$ cat src/csrf_pkg.sv
// Shared types and constants for the Chien search root finder.
// Depends on nothing; every other file of the block imports it.
`default_nettype none

package csrf_pkg;

  // Field widths of the channel words.
  localparam int COEF_W     = 10;
  localparam int IDX_W      = 4;
  localparam int POS_W      = 10;
  localparam int CNT_W      = 10;
  localparam int CFG_IDX_W  = 2;
  localparam int CFG_DATA_W = 10;

  // Operation codes of an input word.
  typedef enum logic {
    OP_LOAD = 1'b0,
    OP_EVAL = 1'b1
  } op_t;

  // Configuration register indexes.
  typedef enum logic [CFG_IDX_W-1:0] {
    REG_FIELD_POLY  = 2'd0,
    REG_DIRECTION   = 2'd1,
    REG_USED_LENGTH = 2'd2,
    REG_DEGREE      = 2'd3
  } cfg_reg_t;

  // Register values after reset.
  localparam logic [COEF_W-1:0] FIELD_POLY_RST  = 10'd9;
  localparam logic              DIRECTION_RST   = 1'b0;
  localparam logic [POS_W-1:0]  USED_LENGTH_RST = 10'd1023;
  localparam logic [IDX_W-1:0]  DEGREE_RST      = 4'd8;

  // The root count saturates here.
  localparam logic [CNT_W-1:0] ROOT_MAX = 10'd1023;

  // Per-cell controls: write the loaded coefficient, or step by one position.
  typedef struct packed {
    logic load;
    logic step;
  } cell_ctl_t;

endpackage

`default_nettype wire

$ cat src/csrf_cfg_if.sv
// Configuration write channel of the Chien search root finder.
// Depends on csrf_pkg for the index and data widths.
`default_nettype none

interface csrf_cfg_if;
  import csrf_pkg::*;

  logic                  valid;
  logic                  ready;
  logic [CFG_IDX_W-1:0]  index;
  logic [CFG_DATA_W-1:0] data;

  modport source (output valid, output index, output data, input ready);
  modport sink   (input valid, input index, input data, output ready);
endinterface

`default_nettype wire

$ cat src/csrf_in_if.sv
// Input word channel of the Chien search root finder: loads and evaluates.
// Depends on csrf_pkg for the operation type and field widths.
`default_nettype none

interface csrf_in_if;
  import csrf_pkg::*;

  logic              valid;
  logic              ready;
  op_t               operation;
  logic [IDX_W-1:0]  coef_index;
  logic [COEF_W-1:0] coef_value;

  modport source (output valid, output operation, output coef_index, output coef_value,
                  input ready);
  modport sink   (input valid, input operation, input coef_index, input coef_value,
                  output ready);
endinterface

`default_nettype wire

$ cat src/csrf_out_if.sv
// Result word channel of the Chien search root finder.
// Depends on csrf_pkg for the field widths.
`default_nettype none

interface csrf_out_if;
  import csrf_pkg::*;

  logic              valid;
  logic              ready;
  logic [POS_W-1:0]  position;
  logic              is_root;
  logic [COEF_W-1:0] locator_value;
  logic [CNT_W-1:0]  root_count;
  logic              last;

  modport source (output valid, output position, output is_root, output locator_value,
                  output root_count, output last, input ready);
  modport sink   (input valid, input position, input is_root, input locator_value,
                  input root_count, input last, output ready);
endinterface

`default_nettype wire

$ cat src/chien_search_root_finder.sv
// Top level of the Chien search root finder: configuration, cell chain, output register.
// Depends on csrf_pkg, the three channel interfaces and csrf_cell.
`default_nettype none

// Usage.
// The cfg_ch channel writes the four configuration registers by index: field
// polynomial, search direction, used length and locator degree. It is always ready.
// The in_ch channel carries words of two kinds. A load word writes one locator
// coefficient and clears the position and root counters; it gives no result.
// An evaluate word sums the coefficient registers for the current position,
// steps every used register by its power of alpha and advances the position.
// Each evaluate word gives exactly one result word on out_ch, in the cycle after
// it is accepted, from an output register.
// Throughput is one word per cycle. A word is accepted while the output
// register is empty or is being emptied in the same cycle, so a stalled
// receiver holds the input off only once a result is waiting.
// The step powers alpha^j come from a chain of power registers, one per cell,
// each taking its neighbor's value times alpha. After reset and after every
// configuration write the chain must settle again, and in_ch is not ready
// until the settle counter has run out.
// Reset restores the register defaults, clears the coefficients and both
// counters, and empties the output register.
module chien_search_root_finder #(
  parameter int FIELD_BITS = 10,
  parameter int MAX_DEGREE = 8
) (
  input wire logic   clk,
  input wire logic   rst_n,
  csrf_cfg_if.sink   cfg_ch,
  csrf_in_if.sink    in_ch,
  csrf_out_if.source out_ch
);
  import csrf_pkg::*;

  localparam int DEG_W    = $clog2(MAX_DEGREE + 1);
  localparam int SETTLE_W = $clog2(MAX_DEGREE + 2);
  localparam int EXT_W    = FIELD_BITS + COEF_W;
  localparam logic [SETTLE_W-1:0]   SETTLE_LEN = SETTLE_W'(MAX_DEGREE + 1);
  localparam logic [FIELD_BITS-1:0] POS_WRAP   = FIELD_BITS'((1 << FIELD_BITS) - 2);
  localparam logic [FIELD_BITS-1:0] POW_SEED   = FIELD_BITS'(1);

  // Configuration registers.
  logic [COEF_W-1:0] field_poly_r;
  logic              direction_r;
  logic [POS_W-1:0]  used_len_r;
  logic [IDX_W-1:0]  degree_r;

  logic [SETTLE_W-1:0] settle_r;
  logic [SETTLE_W-1:0] settle_nxt;

  logic [FIELD_BITS-1:0] pos_r;
  logic [FIELD_BITS-1:0] pos_nxt;
  logic [CNT_W-1:0]      cnt_r;
  logic [CNT_W-1:0]      cnt_nxt;

  logic              out_valid_r;
  logic [POS_W-1:0]  out_pos_r;
  logic              out_root_r;
  logic [COEF_W-1:0] out_val_r;
  logic [CNT_W-1:0]  out_cnt_r;
  logic              out_last_r;

  logic cfg_acc;
  logic in_acc;
  logic load_acc;
  logic eval_acc;
  logic out_take;

  logic [EXT_W-1:0]      fp_ext;
  logic [FIELD_BITS-1:0] fp_m;
  logic [FIELD_BITS-1:0] rcp_src;
  logic [FIELD_BITS-1:0] rcp_poly;
  logic [FIELD_BITS-1:0] step_poly;
  logic [EXT_W-1:0]      coef_ext;
  logic [FIELD_BITS-1:0] coef_in;
  logic [DEG_W-1:0]      deg_eff;

  cell_ctl_t             cell_ctl [0:MAX_DEGREE];
  logic [FIELD_BITS-1:0] coef_q   [0:MAX_DEGREE];
  logic [FIELD_BITS-1:0] pow_link [0:MAX_DEGREE];

  logic [FIELD_BITS-1:0] sum;
  logic [EXT_W-1:0]      sum_ext;
  logic [EXT_W-1:0]      pos_ext;
  logic [EXT_W-1:0]      len_ext;
  logic                  is_root;
  logic                  is_last;

  // ---------------------------------------------------------------------------
  // Handshakes.
  // ---------------------------------------------------------------------------
  assign cfg_ch.ready = 1'b1;
  assign cfg_acc      = cfg_ch.valid && cfg_ch.ready;
  assign out_take     = out_ch.valid && out_ch.ready;
  assign in_ch.ready  = (settle_r == '0) && (!out_valid_r || out_ch.ready);
  assign in_acc       = in_ch.valid && in_ch.ready;
  assign load_acc     = in_acc && (in_ch.operation == OP_LOAD);
  assign eval_acc     = in_acc && (in_ch.operation == OP_EVAL);

  // ---------------------------------------------------------------------------
  // Configuration registers. Any write restarts the settling of the power chain.
  // ---------------------------------------------------------------------------
  always_ff @(posedge clk) begin
    if (!rst_n) begin
      field_poly_r <= FIELD_POLY_RST;
      direction_r  <= DIRECTION_RST;
      used_len_r   <= USED_LENGTH_RST;
      degree_r     <= DEGREE_RST;
    end else if (cfg_acc) begin
      case (cfg_reg_t'(cfg_ch.index))
        REG_FIELD_POLY:  field_poly_r <= cfg_ch.data[COEF_W-1:0];
        REG_DIRECTION:   direction_r  <= cfg_ch.data[0];
        REG_USED_LENGTH: used_len_r   <= cfg_ch.data[POS_W-1:0];
        REG_DEGREE:      degree_r     <= cfg_ch.data[IDX_W-1:0];
        default:         field_poly_r <= field_poly_r;
      endcase
    end
  end

  always_comb begin
    settle_nxt = settle_r;
    if (cfg_acc) begin
      settle_nxt = SETTLE_LEN;
    end else if (settle_r != '0) begin
      settle_nxt = settle_r - SETTLE_W'(1);
    end
  end

  always_ff @(posedge clk) begin
    if (!rst_n) begin
      settle_r <= SETTLE_LEN;
    end else begin
      settle_r <= settle_nxt;
    end
  end

  // ---------------------------------------------------------------------------
  // Field polynomial. The forward step uses it directly; the backward step is
  // done in the bit-reversed domain under the reciprocal polynomial, whose low
  // bits are the reversal of the full polynomial shifted right by one.
  // ---------------------------------------------------------------------------
  assign fp_ext  = {{FIELD_BITS{1'b0}}, field_poly_r};
  assign fp_m    = fp_ext[FIELD_BITS-1:0];
  assign rcp_src = {1'b1, fp_m[FIELD_BITS-1:1]};

  always_comb begin
    for (int i = 0; i < FIELD_BITS; i++) begin
      rcp_poly[i] = rcp_src[FIELD_BITS-1-i];
    end
  end

  assign step_poly = direction_r ? fp_m : rcp_poly;

  assign coef_ext = {{FIELD_BITS{1'b0}}, in_ch.coef_value};
  assign coef_in  = coef_ext[FIELD_BITS-1:0];

  // Degrees above MAX_DEGREE are treated as the full chain.
  always_comb begin
    if (int'(degree_r) > MAX_DEGREE) begin
      deg_eff = DEG_W'(MAX_DEGREE);
    end else begin
      deg_eff = DEG_W'(degree_r);
    end
  end

  // ---------------------------------------------------------------------------
  // Cell chain. Cell j holds coefficient j and the power x^j; cell zero holds
  // the seed one and never steps.
  // ---------------------------------------------------------------------------
  assign pow_link[0] = POW_SEED;

  for (genvar j = 0; j <= MAX_DEGREE; j++) begin : g_cell
    assign cell_ctl[j].load = load_acc && (int'(in_ch.coef_index) == j);
    assign cell_ctl[j].step = eval_acc && (j >= 1) && (j <= int'(deg_eff));

    if (j < MAX_DEGREE) begin : g_link
      csrf_cell #(
        .FIELD_BITS (FIELD_BITS)
      ) u_cell (
        .clk      (clk),
        .rst_n    (rst_n),
        .ctl      (cell_ctl[j]),
        .backward (!direction_r),
        .poly     (step_poly),
        .coef_in  (coef_in),
        .pow_in   (pow_link[j]),
        .coef_q   (coef_q[j]),
        .nb_out   (pow_link[j+1])
      );
    end else begin : g_end
      csrf_cell #(
        .FIELD_BITS (FIELD_BITS)
      ) u_cell (
        .clk      (clk),
        .rst_n    (rst_n),
        .ctl      (cell_ctl[j]),
        .backward (!direction_r),
        .poly     (step_poly),
        .coef_in  (coef_in),
        .pow_in   (pow_link[j]),
        .coef_q   (coef_q[j]),
        .nb_out   ()
      );
    end
  end

  // ---------------------------------------------------------------------------
  // Locator value at the current position and the result fields.
  // ---------------------------------------------------------------------------
  always_comb begin
    sum = '0;
    for (int j = 0; j <= MAX_DEGREE; j++) begin
      if (j <= int'(deg_eff)) begin
        sum = sum ^ coef_q[j];
      end
    end
  end

  assign is_root = (sum == '0);
  assign sum_ext = EXT_W'(sum);
  assign pos_ext = EXT_W'(pos_r);
  assign len_ext = EXT_W'(used_len_r);
  // A zero used length never marks a last position.
  assign is_last = (used_len_r != '0) && (pos_ext == len_ext - EXT_W'(1));

  // The position wraps at the order of alpha so it tracks the stepped registers.
  always_comb begin
    pos_nxt = pos_r;
    cnt_nxt = cnt_r;
    if (load_acc) begin
      pos_nxt = '0;
      cnt_nxt = '0;
    end else if (eval_acc) begin
      pos_nxt = (pos_r == POS_WRAP) ? '0 : pos_r + FIELD_BITS'(1);
      if (is_root && (cnt_r != ROOT_MAX)) begin
        cnt_nxt = cnt_r + CNT_W'(1);
      end
    end
  end

  always_ff @(posedge clk) begin
    if (!rst_n) begin
      pos_r <= '0;
      cnt_r <= '0;
    end else begin
      pos_r <= pos_nxt;
      cnt_r <= cnt_nxt;
    end
  end

  // ---------------------------------------------------------------------------
  // Output register.
  // ---------------------------------------------------------------------------
  always_ff @(posedge clk) begin
    if (!rst_n) begin
      out_valid_r <= 1'b0;
    end else if (eval_acc) begin
      out_valid_r <= 1'b1;
    end else if (out_take) begin
      out_valid_r <= 1'b0;
    end
  end

  always_ff @(posedge clk) begin
    if (eval_acc) begin
      out_pos_r  <= pos_ext[POS_W-1:0];
      out_root_r <= is_root;
      out_val_r  <= sum_ext[COEF_W-1:0];
      out_cnt_r  <= cnt_nxt;
      out_last_r <= is_last;
    end
  end

  assign out_ch.valid         = out_valid_r;
  assign out_ch.position      = out_pos_r;
  assign out_ch.is_root       = out_root_r;
  assign out_ch.locator_value = out_val_r;
  assign out_ch.root_count    = out_cnt_r;
  assign out_ch.last          = out_last_r;

  // ---------------------------------------------------------------------------
  // Assertions.
  // ---------------------------------------------------------------------------
  a_eval_gives_result: assert property (@(posedge clk) disable iff (!rst_n)
    eval_acc |=> out_valid_r)
    else $error("evaluate word accepted without a result in the output register");

  a_load_clears: assert property (@(posedge clk) disable iff (!rst_n)
    load_acc |=> (pos_r == '0) && (cnt_r == '0))
    else $error("load did not clear the position and root counters");

  a_cfg_holds_input: assert property (@(posedge clk) disable iff (!rst_n)
    cfg_acc |=> !in_ch.ready)
    else $error("input accepted before the power chain settled");

  a_root_means_zero: assert property (@(posedge clk) disable iff (!rst_n)
    (out_valid_r && out_root_r) |-> (out_val_r == '0))
    else $error("root reported with a nonzero locator value");

endmodule

`default_nettype wire

$ cat src/csrf_cell.sv
// One search cell: a locator coefficient register and its step power.
// Depends on csrf_pkg for the cell control struct.
`default_nettype none

module csrf_cell #(
  parameter int FIELD_BITS = 10
) (
  input  wire logic                  clk,
  input  wire logic                  rst_n,
  input  wire csrf_pkg::cell_ctl_t   ctl,
  input  wire logic                  backward,
  input  wire logic [FIELD_BITS-1:0] poly,
  input  wire logic [FIELD_BITS-1:0] coef_in,
  input  wire logic [FIELD_BITS-1:0] pow_in,
  output logic      [FIELD_BITS-1:0] coef_q,
  output logic      [FIELD_BITS-1:0] nb_out
);
  import csrf_pkg::*;

  logic [FIELD_BITS-1:0] coef_r;
  logic [FIELD_BITS-1:0] coef_nxt;
  logic [FIELD_BITS-1:0] pow_r;
  logic [FIELD_BITS-1:0] step_a;
  logic [FIELD_BITS-1:0] step_m;

  // Multiply by x modulo x^FIELD_BITS + p.
  function automatic logic [FIELD_BITS-1:0] mulx(input logic [FIELD_BITS-1:0] a,
                                                 input logic [FIELD_BITS-1:0] p);
    return {a[FIELD_BITS-2:0], 1'b0} ^ (a[FIELD_BITS-1] ? p : '0);
  endfunction

  // Ring product modulo x^FIELD_BITS + p, most significant bit of b first.
  function automatic logic [FIELD_BITS-1:0] gf_mul(input logic [FIELD_BITS-1:0] a,
                                                   input logic [FIELD_BITS-1:0] b,
                                                   input logic [FIELD_BITS-1:0] p);
    logic [FIELD_BITS-1:0] acc;
    acc = '0;
    for (int i = FIELD_BITS - 1; i >= 0; i--) begin
      acc = mulx(acc, p) ^ (b[i] ? a : '0);
    end
    return acc;
  endfunction

  function automatic logic [FIELD_BITS-1:0] bit_rev(input logic [FIELD_BITS-1:0] a);
    logic [FIELD_BITS-1:0] r;
    for (int i = 0; i < FIELD_BITS; i++) begin
      r[i] = a[FIELD_BITS-1-i];
    end
    return r;
  endfunction

  // The power register follows its neighbor, so once the chain has settled cell j holds x^j.
  always_ff @(posedge clk) begin
    pow_r <= pow_in;
  end

  assign nb_out = mulx(pow_r, poly);

  // A backward step is a forward step on the bit-reversed value under the
  // reciprocal polynomial, so the same multiplier serves both directions.
  always_comb begin
    step_a = backward ? bit_rev(coef_r) : coef_r;
    step_m = gf_mul(step_a, pow_r, poly);
    coef_nxt = coef_r;
    if (ctl.load) begin
      coef_nxt = coef_in;
    end else if (ctl.step) begin
      coef_nxt = backward ? bit_rev(step_m) : step_m;
    end
  end

  always_ff @(posedge clk) begin
    if (!rst_n) begin
      coef_r <= '0;
    end else begin
      coef_r <= coef_nxt;
    end
  end

  assign coef_q = coef_r;

endmodule

`default_nettype wire

$ cat src/flat_wrapper.sv
// flat-port wrapper written by rule: the top's interface ports become plain ports
module chien_search_root_finder_flat import csrf_pkg::*;
#(
  parameter int FIELD_BITS = 10,
  parameter int MAX_DEGREE = 8
)
  (clk, rst_n, cfg_ch_valid, cfg_ch_index, cfg_ch_data, cfg_ch_ready, in_ch_valid, in_ch_operation, in_ch_coef_index, in_ch_coef_value, in_ch_ready, out_ch_valid, out_ch_position, out_ch_is_root, out_ch_locator_value, out_ch_root_count, out_ch_last, out_ch_ready);
  csrf_cfg_if cfg_ch_i ();
  csrf_in_if in_ch_i ();
  csrf_out_if out_ch_i ();
  input wire logic clk;
  input wire logic rst_n;
  input wire logic [$bits(cfg_ch_i.valid)-1:0] cfg_ch_valid;
  input wire logic [$bits(cfg_ch_i.index)-1:0] cfg_ch_index;
  input wire logic [$bits(cfg_ch_i.data)-1:0] cfg_ch_data;
  output wire logic [$bits(cfg_ch_i.ready)-1:0] cfg_ch_ready;
  input wire logic [$bits(in_ch_i.valid)-1:0] in_ch_valid;
  input wire logic [$bits(in_ch_i.operation)-1:0] in_ch_operation;
  input wire logic [$bits(in_ch_i.coef_index)-1:0] in_ch_coef_index;
  input wire logic [$bits(in_ch_i.coef_value)-1:0] in_ch_coef_value;
  output wire logic [$bits(in_ch_i.ready)-1:0] in_ch_ready;
  output wire logic [$bits(out_ch_i.valid)-1:0] out_ch_valid;
  output wire logic [$bits(out_ch_i.position)-1:0] out_ch_position;
  output wire logic [$bits(out_ch_i.is_root)-1:0] out_ch_is_root;
  output wire logic [$bits(out_ch_i.locator_value)-1:0] out_ch_locator_value;
  output wire logic [$bits(out_ch_i.root_count)-1:0] out_ch_root_count;
  output wire logic [$bits(out_ch_i.last)-1:0] out_ch_last;
  input wire logic [$bits(out_ch_i.ready)-1:0] out_ch_ready;
  assign cfg_ch_i.valid = cfg_ch_valid;
  assign cfg_ch_i.index = cfg_ch_index;
  assign cfg_ch_i.data = cfg_ch_data;
  assign cfg_ch_ready = cfg_ch_i.ready;
  assign in_ch_i.valid = in_ch_valid;
  assign in_ch_i.operation = in_ch_operation;
  assign in_ch_i.coef_index = in_ch_coef_index;
  assign in_ch_i.coef_value = in_ch_coef_value;
  assign in_ch_ready = in_ch_i.ready;
  assign out_ch_valid = out_ch_i.valid;
  assign out_ch_position = out_ch_i.position;
  assign out_ch_is_root = out_ch_i.is_root;
  assign out_ch_locator_value = out_ch_i.locator_value;
  assign out_ch_root_count = out_ch_i.root_count;
  assign out_ch_last = out_ch_i.last;
  assign out_ch_i.ready = out_ch_ready;
  chien_search_root_finder #(.FIELD_BITS(FIELD_BITS), .MAX_DEGREE(MAX_DEGREE)) u_core (.clk(clk), .rst_n(rst_n), .cfg_ch(cfg_ch_i), .in_ch(in_ch_i), .out_ch(out_ch_i));
endmodule
$ cat config.mk
export PLATFORM = sky130hd
export DESIGN_NAME = chien_search_root_finder_flat
export DESIGN_NICKNAME = d
export VERILOG_FILES = /design/src/csrf_pkg.sv /design/src/csrf_cfg_if.sv /design/src/csrf_in_if.sv /design/src/csrf_out_if.sv /design/src/chien_search_root_finder.sv /design/src/csrf_cell.sv /design/src/flat_wrapper.sv
export SDC_FILE = /design/constraint.sdc
export NUM_CORES = 1
export LEC_CHECK = 0
export BUFFER_PORTS_ARGS = -buffer_cell sky130_fd_sc_hd__buf_2
export CAP_MARGIN = 20
export CORE_MARGIN = 2
export CORE_UTILIZATION = 40
export CTS_CLUSTER_SIZE = 30
export DETAILED_ROUTE_END_ITERATION = 6
export PLACE_DENSITY_LB_ADDON = 0.05
export SYNTH_ARGS = -nofsm -noshare
export SYNTH_HDL_FRONTEND = slang
export SYNTH_SLANG_ARGS = --single-unit
$ cat constraint.sdc
create_clock -name clk -period 4.6 [get_ports clk]
set_input_delay 0.69 -clock clk [delete_from_list [all_inputs] [get_ports clk]]
set_output_delay 0.69 -clock clk [all_outputs]
set_load 0.02 [all_outputs]
==> results_dict.tcl <==
set metrics [dict create \
    outcome "finished clean" \
    net-switching-power_mw 1.03 \
    comb_power_share_pct 11.4 \
    worstSetupStartpointType "flop" \
    rsz0062_at_grt "yes" \
    gr-total-overflow 0 \
    holdBufCountCts 0 \
    synthArstFlopShare_pct 0 \
    p_clk_share_pct 43.7 \
    hold_violations 0 \
    first_pass_grt_wire_length_um 96200 \
    worst_min_path_class "input port to flop" \
    number_of_enable_flip_flop_cells_after_synthesis 32 \
    clk_path_buf_depth 2 \
    p_per_area_nw_per_um2 184 \
    fmaxAchievable_mhz 221 \
    min_path_cells 3 \
    maxCapViolations 0 \
    max_clock_skew_ns 0.0133 \
    synth_sequential_area_ratio_pct 22.7 \
    placedInstanceArea_um2 18000 \
    synth.cell_area_um2 16600 \
    average_vias_per_placed_instance 5.78 \
    synth_ff_type "sky130_fd_sc_hd__dfxtp_1" \
    fin_crit_sh_pct 98.2 \
    syn_inst 2233 \
    floorplan.initialDensity_pct 40.6 \
    syn_avg_cell_area_um2 7.42 \
    finalNetCount 2326 \
    clock_insertion_delay_worst_skew_ns 0.46 \
    crit_required_ns 4.93 \
    die_area_um2 43100 \
    switching_share_pct 29.9 \
    ys_seq_elements 172 \
    hp_start "cfg_ch_data[5]" \
    worst-path-max-fanout 12 \
    cts_tree "yes" \
    whs_endpoint "u_core.used_len_r[5]" \
    criticalPathCategory "flop to flop" \
    netlist-cell-type-count 88 \
    area.sequential_um2 3770 \
    grt_start_max_net_pins 79 \
    yosysWarnings 0 \
    htreeDepth 4 \
    height_of_the_die_um 207 \
    1st_pass_router_iterations 5 \
    clkTransAtPathRegs_ns 0.08 \
    slew-limit-headroom_pct 24.4 \
    layout.filler_cells 4099 \
    rows 74 \
    power.sequential.fraction_pct 44.9 \
    routed_wire_length_per_instance_um 22.6 \
    worst_setup_path_end_kind "flop" \
    finalMaxSlewViolations 0 \
    finalCriticalPeriod_ns 4.52 \
    cp_slowest_stage_delay_ns 0.48 \
    multiInputGateArea_um2 12300 \
    path_cells "buf_6 > mux2i_4 > nor2_1 > a222oi_1 > xnor2_1 > buf_4 > nor4_2 > a311oi_2 > xor2_1 > o2bb2ai_1 > or3_1 > and2_2 > buf_4 > a221o_1 > nand2_1 > a221oi_2 > xnor2_1 > o221ai_1" \
    dp_hpwl_um 46000 \
    reg2reg_to "u_core.g_cell[8].g_end.u_cell.coef_q[5]" \
    share_of_final_layout_standard_cells_stronger_than_drive_strength_1_pct 13.9 \
    die_w_um 207 \
    setup.reg_to_reg.worst_slack_ns 0.08 \
    gpl.final_weighted_congestion 0.916 \
    io_pins 67 \
    cellInternalPower_mw 2.43 \
    route.detailed.drc 0 \
    placement.io_buffers 65 \
    drt_iter0_markers 1464 \
    design_power_total_mw 3.47 \
    r2r.worst_path.cells 18 \
    cts.sink_count 172 \
    worst_ir_drop_vdd_uv 274 \
    antenna_cells 0 \
    reg2reg_from "u_core.direction_r" \
    grt_util_all_layers_pct 28.9 \
    route.antenna.remaining_nets 0 \
    num_vias 16400 \
    synthesis.nets 2271 \
    placeable_area_um2 40800 \
    arrival_ns 4.85 \
    p_leak_nw 6.21 \
    setup_violations_final 0 \
    total_cts_buffers 17 \
    grt_pass1_vias 15200 \
    finalWirelength_um 64000 \
    syn2layout_area_growth_pct 13.8 \
    cts_root_buf "sky130_fd_sc_hd__clkbuf_16" \
    worst_path_max_delay_cell "sky130_fd_sc_hd__a222oi_1" \
    tightest_slew_ns 1.13 \
    final_area_um2 18800 \
    antenna_found_initial 0 \
]
timing repair:
action / in CTS / in global routing
setup buffers: 0 / 14
endpoints found under the setup margin: 0 / 34
resized for setup: 0 / 45
stage by stage:
step / instances / setup WS, ns / setup TNS (ns) / utilization [%] / hold slack [ns]
2_1_floorplan: 2233 / 0.254 / 0 / - / 0.406
3_3_place_gp: 2787 / 0.161 / 0 / 44.0 / 0.475
3_5_place_dp: 2787 / 0.110 / 0 / 44.0 / 0.502
4_1_cts: 2819 / 0.0891 / 0 / 45.4 / 0.456
5_1_grt: 2833 / -0.0768 / -0.441 / 46.2 / 0.489
6_report: 2833 / 0.0844 / 0 / 46.2 / 0.481
worst max-delay path, delay by kind of cell (launching register included):
kind,cells,cell delay [ns]
AOI/OAI and AO/OA,6,1.53
xor gates and xnor gates,3,0.61
and+or+nand+nor,5,0.93
DFF,1,0.43
muxes,1,0.30
buffers and inverters,3,0.56
layout by cell type (no fill, tap or decap), types with 22 or more instances in the layout:
cell | Yosys | final
sky130_fd_sc_hd__a21boi_0 | 48 | 48
sky130_fd_sc_hd__nor2b_1 | 59 | 59
sky130_fd_sc_hd__nand3_1 | 61 | 61
sky130_fd_sc_hd__edfxtp_1 | 32 | 32
sky130_fd_sc_hd__xor2_1 | 87 | 87
sky130_fd_sc_hd__buf_4 | 2 | 140
sky130_fd_sc_hd__mux2i_1 | 117 | 111
sky130_fd_sc_hd__dfxtp_1 | 140 | 138
sky130_fd_sc_hd__a22oi_1 | 60 | 60
sky130_fd_sc_hd__o21ai_0 | 118 | 116
sky130_fd_sc_hd__o211ai_1 | 34 | 34
sky130_fd_sc_hd__buf_2 | 12 | 64
sky130_fd_sc_hd__xnor2_1 | 290 | 288
sky130_fd_sc_hd__a221oi_1 | 24 | 22
sky130_fd_sc_hd__nor2_1 | 356 | 350
sky130_fd_sc_hd__nand2_1 | 229 | 229
sky130_fd_sc_hd__nor3_1 | 37 | 35
sky130_fd_sc_hd__a21oi_1 | 70 | 66
kinds of logic (layout without fill, tap and decap cells):
logic type | count (synthesis) | count (layout) | synth area share (%)
buffers and inverters | 193 | 261 | 4.65
adder cells (fa/ha/maj) | 6 | 6 | 0.453
flip-flops | 172 | 172 | 22.7
multiplexers | 140 | 140 | 8.75
other | 1 | 1 | 0.0226
XOR/XNOR | 379 | 379 | 20.2
AO/OA/AOI/OAI | 514 | 514 | 21.2
AND/OR/NAND/NOR | 828 | 828 | 22.0
power groups by stage:
stage | registers, mW | clock network, mW | logic (mW)
final | 1.56 | 1.51 | 0.395
after global routing | 1.56 | 1.59 | 0.411
after CTS | 1.56 | 1.54 | 0.376
after detailed placement | 1.59 | 0 | 0.375
after global placement | 1.59 | 0 | 0.373
after floorplan | 1.58 | 0 | 0.217
worst max-delay path by stage:
stage | cells after the start | endpoint | from
after floorplan | 18 | u_core.g_cell[8].g_end.u_cell.coef_q[1] | u_core.direction_r
after global placement | 17 | u_core.g_cell[6].g_link.u_cell.coef_q[8] | u_core.direction_r
after detailed placement | 17 | u_core.g_cell[6].g_link.u_cell.coef_q[3] | u_core.direction_r
after CTS | 17 | u_core.g_cell[6].g_link.u_cell.coef_q[3] | u_core.direction_r
after global routing | 17 | u_core.g_cell[8].g_end.u_cell.coef_q[1] | u_core.direction_r
final | 18 | u_core.g_cell[8].g_end.u_cell.coef_q[5] | u_core.direction_r
cell usage after synthesis (19+ instances only):
| library cell | number | area (um2) |
|---|---|---|
| sky130_fd_sc_hd__a21boi_0 | 48 | 360 |
| sky130_fd_sc_hd__nand2_1 | 229 | 860 |
| sky130_fd_sc_hd__nand3_1 | 61 | 305 |
| sky130_fd_sc_hd__nor2b_1 | 59 | 369 |
| sky130_fd_sc_hd__o21ai_0 | 118 | 591 |
| sky130_fd_sc_hd__a211oi_1 | 19 | 143 |
| sky130_fd_sc_hd__xor2_1 | 87 | 762 |
| sky130_fd_sc_hd__xnor2_1 | 290 | 2540 |
| sky130_fd_sc_hd__mux2i_1 | 117 | 1170 |
| sky130_fd_sc_hd__a22oi_1 | 60 | 450 |
| sky130_fd_sc_hd__nor2_1 | 356 | 1340 |
| sky130_fd_sc_hd__clkbuf_1 | 132 | 495 |
| sky130_fd_sc_hd__edfxtp_1 | 32 | 961 |
| sky130_fd_sc_hd__buf_1 | 25 | 93.8 |
| sky130_fd_sc_hd__a21oi_1 | 70 | 350 |
| sky130_fd_sc_hd__dfxtp_1 | 140 | 2800 |
| sky130_fd_sc_hd__a221oi_1 | 24 | 210 |
| sky130_fd_sc_hd__nor3_1 | 37 | 185 |
| sky130_fd_sc_hd__o211ai_1 | 34 | 255 |
flip-flops by register name (all words and copies together) (netlist names), 4 cells and up:
name / cells
u_core.out_ch.locator_value: 10
u_core.cnt_r: 10
u_core.g_cell.g_end.u_cell.coef_q: 10
u_core.used_len_r: 10
u_core.out_ch.position: 10
u_core.settle_r: 4
u_core.degree_r: 4
u_core.pos_r: 10
u_core.out_ch.root_count: 10
u_core.g_cell.g_link.u_cell.coef_q: 80
u_core.field_poly_r: 10
layout make-up:
type	count	area share (%)
clock buffers	17	2.26
flip-flops and latches	172	20.0
repair buffers	211	7.83
clock inverters	15	0.876
multi-input cells	1868	65.1
inverters	18	0.359
well taps	532	3.53
metal layers:
layer	vias up	share of wire, %	global-route usage, %
li1	7901	-	-
met1	7759	46	41.1
met2	622	45	45.5
met3	105	6.4	3.52
met4	0	3.0	9.11
met5	-	0	0
Note: power is estimated with default switching activity, not from simulation.
